$ cat src/design/wfr_pkg.sv
`timescale 1ns / 1ps
`default_nettype none

package wfr_pkg;

   localparam int unsigned WEEK_LEN    = 7;
   localparam int unsigned MONTHS      = 12;
   localparam int unsigned YEAR_MAX    = 9999;
   localparam int unsigned RECIP_100   = 5243;   // floor(2^19 / 100) + 1
   localparam int unsigned RECIP_SHIFT = 19;
   localparam int unsigned HUNDRED     = 100;
   localparam int unsigned YEAR_DAYS   = 365;

   typedef struct packed {
      logic [13:0] year;
      logic [3:0]  month;
      logic [4:0]  day;
   } date_type;

   // days from March 1 to the first of the month, year starting in March
   function automatic logic [8:0] month_offset(input logic [3:0] m);
      logic [8:0] r;
      unique case (m)
         4'd1:    r = 9'd306;
         4'd2:    r = 9'd337;
         4'd3:    r = 9'd0;
         4'd4:    r = 9'd31;
         4'd5:    r = 9'd61;
         4'd6:    r = 9'd92;
         4'd7:    r = 9'd122;
         4'd8:    r = 9'd153;
         4'd9:    r = 9'd184;
         4'd10:   r = 9'd214;
         4'd11:   r = 9'd245;
         4'd12:   r = 9'd275;
         default: r = 9'd0;
      endcase
      return r;
   endfunction

   function automatic logic [4:0] month_len(input logic [3:0] m, input logic leap);
      logic [4:0] r;
      case (m) inside
         4'd2:                      r = leap ? 5'd29 : 5'd28;
         4'd4, 4'd6, 4'd9, 4'd11:   r = 5'd30;
         default:                   r = 5'd31;
      endcase
      return r;
   endfunction

endpackage

`default_nettype wire

$ cat src/design/weekday_from_reference_date.sv
`timescale 1ns / 1ps
`default_nettype none

// channel | dir | ports                         | word
// req     | in  | req_tvalid/tready/tdata[55:0] | two dates and reference weekday
// rsp     | out | rsp_tvalid/tready/tdata[31:0] | weekday, span, earlier, error
//
// From accept to rsp_tvalid, the reference date, then the query date, each take five
// passes through one shared 18x15 multiply-accumulate unit (divide by 100, leap check,
// divide by 100, 365 * year, day terms), then magnitude and weekday.
// req_tready is low while an item is in work; the result sits in an output
// register, so a new word is taken while the previous result waits.
// Synchronous active-high reset clears the sequencer and rsp_tvalid.

module weekday_from_reference_date (
   input  wire logic        clock,
   input  wire logic        reset,
   input  wire logic        req_tvalid,
   output logic             req_tready,
   // ref_day, ref_month, ref_year, ref_weekday, query_day, query_month, query_year
   input  wire logic [55:0] req_tdata,
   output logic             rsp_tvalid,
   input  wire logic        rsp_tready,
   // query_weekday, day_span, query_earlier, date_error
   output logic [31:0]      rsp_tdata
);

   import wfr_pkg::*;

   localparam logic [2:0] ST_IDLE = 3'd0;
   localparam logic [2:0] ST_QY   = 3'd1;
   localparam logic [2:0] ST_CHK  = 3'd2;
   localparam logic [2:0] ST_QYY  = 3'd3;
   localparam logic [2:0] ST_YR   = 3'd4;
   localparam logic [2:0] ST_K    = 3'd5;
   localparam logic [2:0] ST_ABS  = 3'd6;
   localparam logic [2:0] ST_FIN  = 3'd7;

   localparam logic signed [17:0] A_RECIP = 18'(RECIP_100);
   localparam logic signed [17:0] A_HUND  = 18'(HUNDRED);
   localparam logic signed [17:0] A_YEAR  = 18'(YEAR_DAYS);

   logic [2:0]         state_ff, state_in;
   logic               side_ff, side_in;
   date_type           rdate_ff, rdate_in;
   date_type           qdate_ff, qdate_in;
   logic [2:0]         rwd_ff, rwd_in;
   logic [7:0]         q_ff, q_in;
   logic signed [23:0] acc_ff, acc_in;
   logic               err_ff, err_in;
   logic [21:0]        span_ff, span_in;
   logic               early_ff, early_in;
   logic               rsp_valid_ff, rsp_valid_in;
   logic [31:0]        rsp_data_ff, rsp_data_in;

   date_type           cur;
   logic [13:0]        cur_yy;
   logic [12:0]        k;
   logic signed [17:0] k_s;
   logic signed [17:0] op_a;
   logic [13:0]        op_b;
   logic signed [23:0] op_c;
   logic signed [32:0] mac;
   logic               hund, leap, bad;
   logic [4:0]         mlen;
   logic [2:0]         wd;
   logic               accept, out_free;
   logic signed [23:0] acc_neg;

   wfr_mac u_mac (
      .op_a (op_a),
      .op_b (op_b),
      .op_c (op_c),
      .mac  (mac)
   );

   wfr_wkday u_wkday (
      .span    (span_ff),
      .earlier (early_ff),
      .ref_wd  (rwd_ff),
      .wd      (wd)
   );

   assign req_tready = (state_ff == ST_IDLE);
   assign accept     = req_tvalid && req_tready;
   assign out_free   = !rsp_valid_ff || rsp_tready;
   assign rsp_tvalid = rsp_valid_ff;
   assign rsp_tdata  = rsp_data_ff;

   assign cur    = side_ff ? qdate_ff : rdate_ff;
   assign cur_yy = (cur.month <= 4'd2) ? cur.year - 14'd1 : cur.year;
   assign k      = {1'b0, cur_yy[13:2]} - {5'b0, q_ff} + {7'b0, q_ff[7:2]}
                 + {4'b0, month_offset(cur.month)} + {8'b0, cur.day};
   assign k_s    = $signed({5'b0, k});

   // reference terms are subtracted, query terms added
   always_comb begin
      op_a = A_RECIP;
      op_b = cur.year;
      op_c = '0;
      unique case (state_ff)
         ST_QY: begin
            op_a = A_RECIP;
            op_b = cur.year;
         end
         ST_CHK: begin
            op_a = A_HUND;
            op_b = {6'b0, q_ff};
         end
         ST_QYY: begin
            op_a = A_RECIP;
            op_b = cur_yy;
         end
         ST_YR: begin
            op_a = side_ff ? A_YEAR : -A_YEAR;
            op_b = cur_yy;
            op_c = acc_ff;
         end
         ST_K: begin
            op_a = side_ff ? k_s : -k_s;
            op_b = 14'd1;
            op_c = acc_ff;
         end
         default: begin
            op_a = A_RECIP;
            op_b = cur.year;
         end
      endcase
   end

   assign hund = (mac == $signed({19'b0, cur.year}));
   assign leap = (cur.year[1:0] == 2'b00) && (!hund || q_ff[1:0] == 2'b00);
   assign mlen = month_len(cur.month, leap);
   assign bad  = (cur.month == 4'd0) || (cur.month > 4'(MONTHS))
              || (cur.year == 14'd0) || (cur.year > 14'(YEAR_MAX))
              || (cur.day == 5'd0) || (cur.day > mlen);
   assign acc_neg = -acc_ff;

   always_comb begin
      state_in     = state_ff;
      side_in      = side_ff;
      rdate_in     = rdate_ff;
      qdate_in     = qdate_ff;
      rwd_in       = rwd_ff;
      q_in         = q_ff;
      acc_in       = acc_ff;
      err_in       = err_ff;
      span_in      = span_ff;
      early_in     = early_ff;
      rsp_valid_in = rsp_valid_ff && !rsp_tready;
      rsp_data_in  = rsp_data_ff;
      unique case (state_ff)
         ST_IDLE: begin
            if (accept) begin
               rdate_in = '{year: req_tdata[22:9], month: req_tdata[8:5],
                            day: req_tdata[4:0]};
               rwd_in   = req_tdata[25:23];
               qdate_in = '{year: req_tdata[48:35], month: req_tdata[34:31],
                            day: req_tdata[30:26]};
               side_in  = 1'b0;
               acc_in   = '0;
               err_in   = 1'b0;
               state_in = ST_QY;
            end
         end
         ST_QY: begin
            q_in     = mac[RECIP_SHIFT +: 8];
            state_in = ST_CHK;
         end
         ST_CHK: begin
            err_in   = err_ff | bad;
            state_in = ST_QYY;
         end
         ST_QYY: begin
            q_in     = mac[RECIP_SHIFT +: 8];
            state_in = ST_YR;
         end
         ST_YR: begin
            acc_in   = mac[23:0];
            state_in = ST_K;
         end
         ST_K: begin
            acc_in = mac[23:0];
            if (side_ff) begin
               state_in = ST_ABS;
            end else begin
               side_in  = 1'b1;
               state_in = ST_QY;
            end
         end
         ST_ABS: begin
            early_in = acc_ff[23];
            span_in  = acc_ff[23] ? acc_neg[21:0] : acc_ff[21:0];
            state_in = ST_FIN;
         end
         ST_FIN: begin
            if (out_free) begin
               rsp_valid_in = 1'b1;
               rsp_data_in  = err_ff ? {5'b0, 1'b1, 26'b0}
                                     : {5'b0, 1'b0, early_ff, span_ff, wd};
               state_in     = ST_IDLE;
            end
         end
         default: state_in = ST_IDLE;
      endcase
   end

   always_ff @(posedge clock) begin
      if (reset) begin
         state_ff     <= ST_IDLE;
         side_ff      <= 1'b0;
         rsp_valid_ff <= 1'b0;
      end else begin
         state_ff     <= state_in;
         side_ff      <= side_in;
         rsp_valid_ff <= rsp_valid_in;
      end
   end

   always_ff @(posedge clock) begin
      rdate_ff    <= rdate_in;
      qdate_ff    <= qdate_in;
      rwd_ff      <= rwd_in;
      q_ff        <= q_in;
      acc_ff      <= acc_in;
      err_ff      <= err_in;
      span_ff     <= span_in;
      early_ff    <= early_in;
      rsp_data_ff <= rsp_data_in;
   end

   a_busy_after_accept: assert property (@(posedge clock) disable iff (reset)
      accept |=> !req_tready)
      else $error("accepted a word while busy");

   a_error_zeroes: assert property (@(posedge clock) disable iff (reset)
      rsp_tvalid && rsp_tdata[26] |-> rsp_tdata[25:0] == 26'd0)
      else $error("error result carries nonzero fields");

   a_weekday_range: assert property (@(posedge clock) disable iff (reset)
      rsp_tvalid |-> rsp_tdata[2:0] != 3'd7)
      else $error("weekday out of range");

   a_earlier_span: assert property (@(posedge clock) disable iff (reset)
      rsp_tvalid && rsp_tdata[25] |-> rsp_tdata[24:3] != 22'd0)
      else $error("earlier query with zero span");

   a_result_source: assert property (@(posedge clock) disable iff (reset)
      $rose(rsp_tvalid) |-> $past(state_ff) == ST_FIN)
      else $error("result raised outside final step");

endmodule

`default_nettype wire

$ cat src/design/wfr_mac.sv
`timescale 1ns / 1ps
`default_nettype none

module wfr_mac (
   input  wire logic signed [17:0] op_a,
   input  wire logic        [13:0] op_b,
   input  wire logic signed [23:0] op_c,
   output logic signed      [32:0] mac
);

   logic signed [32:0] prod;

   assign prod = op_a * $signed({1'b0, op_b});
   assign mac  = prod + {{9{op_c[23]}}, op_c};

endmodule

`default_nettype wire

$ cat src/design/wfr_wkday.sv
`timescale 1ns / 1ps
`default_nettype none

module wfr_wkday (
   input  wire logic [21:0] span,
   input  wire logic        earlier,
   input  wire logic [2:0]  ref_wd,
   output logic [2:0]       wd
);

   import wfr_pkg::*;

   localparam logic [3:0] WEEK = 4'(WEEK_LEN);

   // 8 == 1 mod 7: fold octal digits
   always_comb begin
      logic [23:0] padded;
      logic [5:0]  dsum;
      logic [3:0]  fold;
      logic [3:0]  rem;
      logic [3:0]  base;
      logic [3:0]  t;
      padded = {2'b00, span};
      dsum   = '0;
      for (int i = 0; i < 8; i++) begin
         dsum = dsum + {3'b000, padded[3*i +: 3]};
      end
      fold = {1'b0, dsum[5:3]} + {1'b0, dsum[2:0]};
      rem  = (fold >= WEEK) ? fold - WEEK : fold;
      base = (ref_wd == 3'd7) ? 4'd0 : {1'b0, ref_wd};
      t    = earlier ? base + WEEK - rem : base + rem;
      wd   = (t >= WEEK) ? 3'(t - WEEK) : t[2:0];
   end

endmodule

`default_nettype wire

$ cat config.mk
export PLATFORM = sky130hd
export DESIGN_NAME = weekday_from_reference_date
export DESIGN_NICKNAME = d
export VERILOG_FILES = /design/src/design/wfr_pkg.sv /design/src/design/weekday_from_reference_date.sv /design/src/design/wfr_mac.sv /design/src/design/wfr_wkday.sv
export SDC_FILE = /design/constraint.sdc
export NUM_CORES = 1
export LEC_CHECK = 0
export ABC_CLOCK_PERIOD_IN_PS = 24000
export BUFFER_PORTS_ARGS = -buffer_cell sky130_fd_sc_hd__buf_4
export CORE_ASPECT_RATIO = 1.1
export CORE_UTILIZATION = 60
export DETAILED_ROUTE_END_ITERATION = 12
export PLACE_DENSITY = 0.79
export SLEW_MARGIN = 15
export SYNTH_ARGS = -nofsm -noshare
export SYNTH_HDL_FRONTEND = slang
export SYNTH_SLANG_ARGS = --single-unit
$ cat constraint.sdc
create_clock -name clock -period 24 [get_ports clock]
set_input_delay 1.2 -clock clock [delete_from_list [all_inputs] [get_ports clock]]
set_output_delay 1.2 -clock clock [all_outputs]
set_load 0.05 [all_outputs]
==> run summary <==
The smallest clock period supported by the final layout is computed as 15.53 ns. The flip-flop and latch count after synthesis came out at 137. The leading area contributor after synthesis is sky130_fd_sc_hd__fa_1. The count of cells along the worst register-to-register path was 45; the final number of hold-violating endpoints was 0.

The post-synthesis to final-layout area growth was 7.89%. Yosys mapped a number of flops with a built-in enable equal to 132. The core outline area came out at 33500 um^2. The total overflow left after global routing is 0. Clock-pin slew was measured on the worst setup and hold paths at 0.07 ns.

Across the run, the number of max-cap violations was 0. The internal reg-to-reg setup slack came out at 8.47 ns. Share of flip-flops with an asynchronous set or reset after synthesis: 0%. The tools report the number of routed nets with antenna violations as 0.

The layer carrying the most global-route usage was met2. The flow ran to the end, and the final reports show no timing, DRC or antenna violations. The detailed-route DRC error count was 0. Clock root buffer: sky130_fd_sc_hd__clkbuf_16. The cell area that synthesis handed to floorplanning was 20500 um^2. The pin count of the biggest net entering global routing came out at 51.

The first-pass iteration count of the detailed router was 5. Across every metal layer, demand over resource in global routing totals 31.1%. The fraction of the cycle the final worst path needs is 64.7%, and the total wirelength of the detailed-routed design is 51200 um. The run gives 8.68 ns as the pre-CTS setup slack.

The H-tree was split into 4 levels. The number of gates resized after CTS was 0; the instance count along the most critical hold path was 1. Most used flip-flop cell after synthesis: sky130_fd_sc_hd__edfxtp_1. Worst-case headroom to the max-slew limit: 21.4%. The tools report the type of element capturing the critical path as a flip-flop. At the end of the flow the core is filled with cells to 66.3%.

The run gives 16.2k as the via count of the first global-routing pass. The run gives 0.0143 ns as the worst clock skew on the final layout. The tools report the start point of the worst min-delay path as span_ff[2].

After clock tree synthesis, the setup repair step added 0 buffers. The total count of max-transition violations in the final report was 0. The reg-to-reg endpoint is err_ff. The critical path is of the flip-flop to flip-flop type.

TritonCTS built the clock tree. The estimated wirelength of the detail-placed design came out at 40500 um. In the synthesized netlist, the cells that appear most often are 429 x sky130_fd_sc_hd__inv_1, 307 x sky130_fd_sc_hd__fa_1, 205 x sky130_fd_sc_hd__nand2_1, 140 x sky130_fd_sc_hd__ha_1, 132 x sky130_fd_sc_hd__edfxtp_1. The source-to-sink clock delay at the later pin of the worst-skew pair came out at 0.44 ns. Setup repair after global routing left no endpoint under its margin.

Number of antenna violations at the first check in global routing: 0. The count of synthesis-stage warnings from yosys was 0. The die area came out at 35000 um^2.

The detailed router finished its first iteration with 1467 violations. Buffers inserted to repair hold after CTS numbered 0. The tools report the cell total after placement as 2658. For this configuration, the core starts out at a cell density of 61.4%.

Routability-driven placement finished with a final weighted congestion of 0.952. After layout, the worst setup slack is 8.47 ns. The met3 usage in global routing was 4.26%; the synthesized netlist cell count was 2207. The run gives 0 as the number of antenna repair diodes. The biggest fanout along the worst timing path was 50. Critical path launch point type: a flip-flop. In this run the worst hold path is classified as flip-flop to flip-flop. In this run the critical register-to-register path is launched from side_ff. In the global route stage, met2 resource usage came out at 52.2%. The worst hold path terminates at rsp_tdata[5].

At the end of the flow, the number of nets in the layout was 2752. Summed over its instances, the top area cell type makes up 29.9% of the synthesized netlist area. Data on the critical path is required at its endpoint by 24.15 ns.

Setup-violating endpoint count in the final report: 0. For this design, the slowest cell found on the critical path is sky130_fd_sc_hd__o21ai_1. A synthesized cell averages 9.31 um^2. The first global-routing pass estimated 83300 um of wire. Clock tree synthesis found a total of 137 sinks. Counting stages on the worst path, the most repeated cell is sky130_fd_sc_hd__fa_1. Input and output buffers added on the ports amount to 81. 94 I/O pins were placed. The die is 178 um wide. The proportion of layout cells with a drive suffix above 1 came out at 8.68%. The delay contributed by the slowest stage of the critical path is 0.90 ns, and the aggregate negative setup slack is 0 ns. Sorting the synthesized cells by area gives the leading types as sky130_fd_sc_hd__fa_1 30%, sky130_fd_sc_hd__edfxtp_1 19%, sky130_fd_sc_hd__ha_1 8.5%.

For met1 alone, demand over resource in global routing was 40.1%. After detailed routing, the average wire length per cell comes to 19.0 um. For the data arrival time at the worst-slack endpoint, the log shows 15.67 ns.

The most common cell in the synthesized netlist is sky130_fd_sc_hd__inv_1. For the highest attainable clock frequency, the log shows 0.0644 GHz. The fraction of the yosys area taken by sequential cells was 19.8%; the number of CTS-inserted buffers was 17. No sink is reached through more buffers than the 2 on the longest clock path. The initialized floorplan defines 70 standard-cell rows. Across all layers, the routed design uses 15.9k vias.

The y dimension of the die is 196 um. The count of cells in the finished layout, fillers not included, comes to 2690. Synthesis instantiated 85 different standard cells from the library.

The transition time of the tightest slew-check pin is 1.18 ns, and the number of vias per cell is 5.89.
-- state kept, by name (all words and copies together) (netlist names), 3 cells and up --
register	count
rsp_tdata	27
acc_ff	24
qdate_ff	23
rdate_ff	23
span_ff	22
q_ff	8
rwd_ff	3
state_ff	3
-- area by class of cell --
type / count / area, um^2
Clock buffer: 17 / 425
Clock inverter: 15 / 180
Fill cell: 2640 / 11300
Inverter: 430 / 1610
Multi-Input combinational cell: 1552 / 14500
Sequential cell: 137 / 4070
Tap cell: 432 / 541
Timing Repair Buffer: 107 / 803
-- stage by stage --
| stage | instance area [um^2] | hold WS [ns] |
|---|---|---|
| floorplan | 20600 | 0.494 |
| global route | 22200 | 0.581 |
| CTS | 22200 | 0.572 |
| detailed placement | 21600 | 0.551 |
| finish | 22200 | 0.575 |
| global placement | 21600 | 0.537 |
-- layer usage --
layer | part of all wire (%) | vias up
met1 | 39 | 7805
met2 | 49 | 686
met5 | 0 | -
met3 | 6.9 | 154
met4 | 4.8 | 0
li1 | - | 7211
-- kinds of logic (layout without fill, tap and decap cells) --
kind of cell | Yosys count | count (layout) | share of synthesized area, %
simple gates | 642 | 642 | 15.5
buf+inv | 522 | 569 | 9.75
fa+ha+maj | 447 | 447 | 38.4
compound gates | 327 | 327 | 10.6
flops | 137 | 137 | 19.8
xor+xnor | 86 | 86 | 3.67
mux | 45 | 45 | 2.30
other cells | 1 | 5 | 0.0182
-- worst max-delay path by stage --
stage	start	to	slack, ns	depth (start not counted)
final	side_ff	err_ff	8.47	45
after global routing	side_ff	err_ff	7.64	45
after CTS	side_ff	err_ff	8.68	46
after detailed placement	side_ff	err_ff	8.68	46
after global placement	side_ff	err_ff	8.89	46
after floorplan	side_ff	err_ff	10.51	54
-- critical path: cells and delay by family, from the launching register on --
family | cells | cell delay (ns)
AND/OR/NAND/NOR | 7 | 2.01
AO/OA/AOI/OAI | 17 | 5.70
multiplexers | 1 | 0.50
XOR/XNOR | 2 | 0.77
buffers and inverters | 6 | 0.88
adder cells (fa/ha/maj) | 12 | 4.99
flip-flops | 1 | 0.31
-- layout by cell type (no fill, tap or decap), types with 6 or more instances in the layout --
cell type,n
sky130_fd_sc_hd__xor2_1,19
sky130_fd_sc_hd__a21oi_1,82
sky130_fd_sc_hd__a31oi_1,7
sky130_fd_sc_hd__nand2_1,205
sky130_fd_sc_hd__ha_1,140
sky130_fd_sc_hd__nor2b_1,32
sky130_fd_sc_hd__nor4_1,10
sky130_fd_sc_hd__mux2i_1,29
sky130_fd_sc_hd__nand2b_1,18
sky130_fd_sc_hd__fa_1,307
sky130_fd_sc_hd__inv_1,429
sky130_fd_sc_hd__xnor2_1,67
sky130_fd_sc_hd__buf_4,107
sky130_fd_sc_hd__a21oi_2,6
sky130_fd_sc_hd__nor3_1,38
sky130_fd_sc_hd__o21a_1,12
sky130_fd_sc_hd__nor3b_1,8
sky130_fd_sc_hd__o31ai_1,13
sky130_fd_sc_hd__nand3_1,41
sky130_fd_sc_hd__edfxtp_1,132
sky130_fd_sc_hd__or4_1,7
sky130_fd_sc_hd__a21boi_0,9
sky130_fd_sc_hd__or2_2,7
sky130_fd_sc_hd__and2_1,86
sky130_fd_sc_hd__clkbuf_16,17
sky130_fd_sc_hd__nand4_1,9
sky130_fd_sc_hd__or3_1,11
sky130_fd_sc_hd__a211oi_1,11
sky130_fd_sc_hd__nor2_1,121
sky130_fd_sc_hd__o21ai_0,71
sky130_fd_sc_hd__and3_1,22
sky130_fd_sc_hd__mux2_2,15
sky130_fd_sc_hd__o22ai_1,11
sky130_fd_sc_hd__a21o_1,29
Power is left out: the tool's default activity adds up to more than one toggle a clock period on the data nets, which glitch-free logic cannot reach.
